<file path="src/rtl/ppp_div_cell.sv">
// ----------------------------------------------------------------------------
// Divider cell
// One restoring division step: shifts in a numerator bit, subtracts the
// divisor where it fits and appends the quotient bit.
// ----------------------------------------------------------------------------
module ppp_div_cell #(
  parameter int RW = 16,
  parameter int NW = 16,
  parameter int QW = 16,
  parameter int PW = 1
) (
  input  logic          clk,
  input  logic          rst_n,
  input  logic          adv,
  input  logic          in_valid,
  input  logic [RW-1:0] in_rem,
  input  logic [RW-1:0] in_div,
  input  logic [NW-1:0] in_num,
  input  logic [QW-1:0] in_quo,
  input  logic [PW-1:0] in_side,
  output logic          out_valid,
  output logic [RW-1:0] out_rem,
  output logic [RW-1:0] out_div,
  output logic [NW-1:0] out_num,
  output logic [QW-1:0] out_quo,
  output logic [PW-1:0] out_side
);

  logic          valid_r;
  logic [RW-1:0] rem_r, rem_nxt;
  logic [RW-1:0] div_r;
  logic [NW-1:0] num_r;
  logic [QW-1:0] quo_r;
  logic [PW-1:0] side_r;
  logic [RW:0]   trial;
  logic [RW:0]   diff;
  logic          fits;

  always_comb begin
    trial   = {in_rem, in_num[NW-1]};
    diff    = trial - {1'b0, in_div};
    fits    = (trial >= {1'b0, in_div});
    rem_nxt = fits ? diff[RW-1:0] : trial[RW-1:0];
  end

  always_ff @(posedge clk) begin
    if (!rst_n) begin
      valid_r <= 1'b0;
    end else if (adv) begin
      valid_r <= in_valid;
    end
  end

  always_ff @(posedge clk) begin
    if (adv) begin
      rem_r  <= rem_nxt;
      div_r  <= in_div;
      num_r  <= {in_num[NW-2:0], 1'b0};
      quo_r  <= {in_quo[QW-2:0], fits};
      side_r <= in_side;
    end
  end

  assign out_valid = valid_r;
  assign out_rem   = rem_r;
  assign out_div   = div_r;
  assign out_num   = num_r;
  assign out_quo   = quo_r;
  assign out_side  = side_r;

endmodule

</file>
<file path="src/rtl/ppp_div_chain.sv">
// ----------------------------------------------------------------------------
// Divider chain
// A row of division cells, one quotient bit per cell, advancing together.
// ----------------------------------------------------------------------------
module ppp_div_chain #(
  parameter int STEPS = 16,
  parameter int RW    = 16,
  parameter int NW    = 16,
  parameter int PW    = 1
) (
  input  logic             clk,
  input  logic             rst_n,
  input  logic             adv,
  input  logic             in_valid,
  input  logic [RW-1:0]    in_rem,
  input  logic [RW-1:0]    in_div,
  input  logic [NW-1:0]    in_num,
  input  logic [PW-1:0]    in_side,
  output logic             out_valid,
  output logic [STEPS-1:0] out_quo,
  output logic [PW-1:0]    out_side
);

  logic             valid_w [STEPS+1];
  logic [RW-1:0]    rem_w   [STEPS+1];
  logic [RW-1:0]    div_w   [STEPS+1];
  logic [NW-1:0]    num_w   [STEPS+1];
  logic [STEPS-1:0] quo_w   [STEPS+1];
  logic [PW-1:0]    side_w  [STEPS+1];

  assign valid_w[0] = in_valid;
  assign rem_w[0]   = in_rem;
  assign div_w[0]   = in_div;
  assign num_w[0]   = in_num;
  assign quo_w[0]   = '0;
  assign side_w[0]  = in_side;

  for (genvar i = 0; i < STEPS; i++) begin : g_cell
    ppp_div_cell #(
      .RW (RW),
      .NW (NW),
      .QW (STEPS),
      .PW (PW)
    ) u_cell (
      .clk       (clk),
      .rst_n     (rst_n),
      .adv       (adv),
      .in_valid  (valid_w[i]),
      .in_rem    (rem_w[i]),
      .in_div    (div_w[i]),
      .in_num    (num_w[i]),
      .in_quo    (quo_w[i]),
      .in_side   (side_w[i]),
      .out_valid (valid_w[i+1]),
      .out_rem   (rem_w[i+1]),
      .out_div   (div_w[i+1]),
      .out_num   (num_w[i+1]),
      .out_quo   (quo_w[i+1]),
      .out_side  (side_w[i+1])
    );
  end

  assign out_valid = valid_w[STEPS];
  assign out_quo   = quo_w[STEPS];
  assign out_side  = side_w[STEPS];

endmodule

</file>
<file path="config.mk">
export PLATFORM = sky130hd
export DESIGN_NAME = ppp_div_chain
export DESIGN_NICKNAME = d
export VERILOG_FILES = /design/src/rtl/ppp_div_cell.sv /design/src/rtl/ppp_div_chain.sv
export SDC_FILE = /design/constraint.sdc
export NUM_CORES = 1
export LEC_CHECK = 0
export BUFFER_PORTS_ARGS = -buffer_cell sky130_fd_sc_hd__buf_2
export CAP_MARGIN = 20
export CORE_MARGIN = 2
export CORE_UTILIZATION = 60
export CTS_BUF_LIST = sky130_fd_sc_hd__clkbuf_8
export CTS_CLUSTER_DIAMETER = 30
export DETAILED_ROUTE_END_ITERATION = 7
export PLACE_DENSITY = 0.86
export SYNTH_ARGS = -nofsm -noshare
export SYNTH_HDL_FRONTEND = slang
export SYNTH_SLANG_ARGS = --single-unit
</file>
<file path="constraint.sdc">
create_clock -name clk -period 5.7 [get_ports clk]
set_clock_uncertainty 0.2 [all_clocks]
set_input_delay 1.425 -clock clk [delete_from_list [all_inputs] [get_ports clk]]
set_output_delay 1.425 -clock clk [all_outputs]
set_load 0.03 [all_outputs]
</file>
## Word-level counts from Yosys, hierarchy flattened

Index checks and enable logic that the tools add are counted.

- Bits of input ports: 53
- Logic and storage cells: 139
- Output and inout port bits: 18
- Register bits: 768

- $add $sub $neg: 15
- Mux-type cells: 15
- Order comparisons: 16

Operators with widths:

| kind | number |
|---|---|
| greater-or-equal comparator 17 x 16 -> 1 bit | 16 |
| 2-to-1 mux 16 bit | 15 |
| subtractor 16 bit | 15 |

## Longest topological paths before layout

- Depth after elaboration: 2
- Depth in mapped cells: 12
- Mapped depth without buffers: 11

## Hierarchy

Synthesis repeated with hierarchy kept, for this count alone.

- Cell total of the unflattened synthesis: 3576
- Area, all modules: 50689.9 um^2

By module, submodules not included:

| module | times used | area an instance (um^2) | cells each | sequential area each (um^2) |
|---|---|---|---|---|
| ppp_div_cell at g_cell[11].u_cell ... | 11 | 3160.5 | 222 | 1941.9 |
| ppp_div_cell at g_cell[0].u_cell ... | 4 | 3199.3 | 226 | 1941.9 |
| ppp_div_cell at g_cell[2].u_cell | 1 | 3123.0 | 229 | 1941.9 |
| ppp_div_chain | 1 | 3.8 | 1 | 0.0 |

## Worst setup path before layout

No wires, ideal clock.

- Kind: input port to flip-flop
- Start point: in in_num[15]
- End point: reg g_cell[0].u_cell.rem_r[14], data pin
- Library setup time: 129 ps
- Setup slack: 1729 ps
- Required time: 5371 ps
- Arrival: 3642 ps
- Buffers on the path: 0
- Stages on the path: 11
- Cell sequence: inv_1 ha_1 fa_1 nor2b_1 o31a_1 o21ai_0 a211oi_1 or2_2 or4b_2 o211ai_1 mux2_2

- Longest elaborated chain between the ends: 2
- Elaborated cells between the ends (all ways): 3
- Classes of those cells: 1 x add/sub; 1 x order compare; 1 x mux

Ends and longest elaborated chain:

| element | RTL line | source |
|---|---|---|
| start, declared | ppp_div_chain.sv:17 | `input logic [NW-1:0] in_num,` |
| subtractor 16 bit or greater-or-equal comparator 17 x 16 -> 1 bit (tied branches) | ppp_div_cell.sv:41, ppp_div_cell.sv:42 |  |
| 2-to-1 mux 16 bit * | ppp_div_cell.sv:43 | `rem_nxt = fits ? diff[RW-1:0] : trial[RW-1:0];` |
| via g_cell[0].u_cell.rem_nxt[14] | ppp_div_cell.sv:30 | `logic [RW-1:0] rem_r, rem_nxt;` |
| end signal, assigned | ppp_div_cell.sv:56 | `rem_r <= rem_nxt;` |
| end, declared | ppp_div_cell.sv:30 |  |

Mark *: on every way through the listed nets, which the timed path passes. The rest lies on a longest branch.
A chain may end at the register's enable or synchronous reset.

## Worst setup path in the final report

- Start point: reg g_cell[1].u_cell.rem_r[5]
- End point: reg g_cell[2].u_cell.rem_r[2], data pin

- Longest elaborated chain between the ends: 2

Ends and longest elaborated chain:

| element | RTL line | source |
|---|---|---|
| start, declared | ppp_div_cell.sv:30 |  |
| start signal, assigned | ppp_div_cell.sv:56 |  |
| greater-or-equal comparator 17 x 16 -> 1 bit | ppp_div_cell.sv:42 | `fits = (trial >= {1'b0, in_div});` |
| 2-to-1 mux 16 bit | ppp_div_cell.sv:43 |  |
| via g_cell[2].u_cell.rem_nxt[2] | ppp_div_cell.sv:30 |  |
| end signal, assigned | ppp_div_cell.sv:56 |  |
| end, declared | ppp_div_cell.sv:30 |  |

The timed path passes the listed nets, and every way through them passes these cells.

==> results.cfg <==
[critical_path]
crit_path_top_delay_cell = a31oi_2
crit_required_ns = 6.01
cp_max_fo = 20
reg2reg_slack_ns = 1.78
crit_arrival_ns = 4.23
critPathLaunchType = register
end_kind = register
cpLargestDelayFamily = compound AO/OA/AOI/OAI gates
crit_type = register to register
crit_chain = ha_1 -> a21o_1 -> a21o_1 -> a2111oi_0 -> o21a_1 -> a221oi_1 -> a31oi_2 -> buf_4 -> o21ai_0
cp_common_cell = a21o_1
cp_slowest_stage_delay_ns = 0.77
critPathBufInv = 1

[job]
maxCapViolCount = 0

[sta]
rsz0062_at_grt = false
setup_viol = 0
tns_ns = 0
finalCritPeriodShare = 0.688
tightest_slew_ns = 1.09
relSlewSlack = 0.265
period_needed_ns = 3.92
hold_slack_ns = 0.207
hold_violations = 0
max_freq_ghz = 0.255
drv_slew = 0

[logic_synthesis]
syn_area_sq_mm = 0.0381
netlist_top_cells_count = edfxtp_1, inv_1, ha_1
yosysTopAreaCellShare = 0.592
synth.avg_cell_area_sq_um = 12.8
synth_edf_count = 752
yosysUniqueCellTypes = 80
synth_seq_area_share = 0.601
postSynthCellCount = 2977
postSynth.asyncResetShare = 0
synth_nets = 3301
ys.flop_type = edfxtp_1
yosys-top-cells-area = edfxtp_1, ha_1, inv_1
synth_top_cell_by_area = edfxtp_1
yosysWarnings = 0
synth_seq_cells = 768
yosysMostFrequentCell = edfxtp_1

[finish]
fin_area_sq_mm = 0.0426
drive_above_1_share = 0.140
area_growth_pct = 11.8
fin_nets = 3493

[power]
p_leak_nw = 17.1
total_power_mw = 22.8
powerDensity_mw_per_mm2 = 535
ir_drop_mv = 0.267

[grt]
overflow = 0
grt_max_degree = 117
grt_pass1_vias = 24700
grt_first_pass_wirelength_um = 116000
antenna_found_initial = 1
grtUsageTotal = 0.216

[detailed_routing]
drt-total-wl_um = 70700
vias_per_cell = 5.79
vias = 23900
routedWlPerCell_um = 17.1
ant_nets = 0
drtIter0Drc = 1972
first_pass_iters = 6
drc = 0

[floorplan]
dieArea_sq_mm = 0.0656
die_width_um = 256
die_y_um = 256
pin_count = 71
start_util = 0.605
rows = 92
core_area_sq_mm = 0.0630

[clock_network]
cts_max_level = 4
cts_setup_buffers = 0
hold_buffers = 0
clkSlewWorstSetupHoldPaths_ns = 0.06
cts_buffer_depth = 3
cts_tree = yes
ctsResizeCount = 0
clock_sinks = 768
cts.root.buffer_cell = clkbuf_8
clk_latency_ns = 0.80
cts_buffers = 147

[placed_design]
io_buffer_count = 70
hpwl_um = 50100
place_area_sq_mm = 0.0396
gp_congestion = 0.930

[run_status]
status = completed

[hold_path]
hold_path.class = register to register
## flip-flops by register name, summed over array words and instances (netlist names)
| signal | cells |
|---|---|
| g_cell.u_cell.out_rem | 240 |
| g_cell.u_cell.out_div | 240 |
| g_cell.u_cell.out_valid | 16 |
| g_cell.u_cell.out_num | 120 |
| g_cell.u_cell.out_quo | 136 |
| g_cell.u_cell.out_side | 16 |
## report_power, final
group          total (mW)  internal [mW]  switching [mW]
combinational        8.81           3.92            4.88
sequential           8.53           7.96           0.570
clock                5.49           3.13            2.35
total                22.8           15.0            7.80
## final cells by class
| class | instances | area (sq um) |
|---|---|---|
| fillers | 4334 | 20300 |
| well taps | 846 | 1060 |
| inverters | 317 | 1190 |
| multi-input cells | 1845 | 13800 |
| repair buffers | 90 | 606 |
| clock inverters | 115 | 977 |
| clock buffers | 150 | 2060 |
| diodes | 1 | 2.50 |
| flip-flops and latches | 768 | 22900 |
## path summary, 6_finish.rpt
kind,cells after the start,end,startpoint
setup / recovery,9,g_cell[2].u_cell.out_rem[2],g_cell[1].u_cell.out_rem[5]
hold reg to reg,0,g_cell[10].u_cell.out_quo[5],g_cell[9].u_cell.out_quo[4]
setup reg to reg,9,g_cell[2].u_cell.out_rem[2],g_cell[1].u_cell.out_rem[5]
hold / removal,0,g_cell[10].u_cell.out_quo[5],g_cell[9].u_cell.out_quo[4]
## logic make-up (layout without fill, tap and decap cells)
kind of cell / Yosys count / in the layout / synth area share
AO/OA/AOI/OAI: 642 / 642 / 0.109
XOR/XNOR: 169 / 169 / 0.0388
adder cells (fa/ha/maj): 271 / 271 / 0.0919
buffers and inverters: 364 / 672 / 0.0374
flip-flops: 768 / 768 / 0.601
multiplexers: 157 / 157 / 0.0458
other: 0 / 1 / 0
AND/OR/NAND/NOR: 606 / 606 / 0.0765
## metrics by stage
step	instances	utilization	setup WS (ns)
floorplan	2977	-	1.73
global placement	3865	0.628	1.06
detailed placement	3865	0.628	0.944
CTS	4130	0.677	1.81
global route	4132	0.677	1.58
finish	4132	0.677	1.78
## metal layers
metal / up-vias / routed length (um) / track usage
li1: 11400 / - / -
met1: 11400 / 28300 / 0.250
met5: - / 0 / 0
met4: 0 / 2650 / 0.105
met2: 814 / 36100 / 0.384
met3: 206 / 3680 / 0.0427
## cell usage in the layout (no fill, tap or decap), types with 12 or more instances in the layout
cell type   count
edfxtp_1      752
inv_1         346
ha_1          256
a21oi_1       202
nor2_1        160
nand2_1       154
clkbuf_8      150
o21ai_0       131
xnor2_1       106
mux2_2        105
buf_2          69
a21o_1         63
xor2_1         63
nor2b_1        58
nor3_1         51
nand3_1        50
o21a_1         43
mux2i_1        39
nand2b_1       33
nand4_1        31
a31oi_1        29
clkinv_1       23
clkinv_2       23
a211oi_1       21
o31ai_1        20
or3_1          16
dfxtp_1        16
o31a_1         15
fa_1           15
or2_2          14
bufinv_16      14
a21boi_0       13
clkinvlp_4     13
buf_4          12
Note: power is estimated with default switching activity, not from simulation.
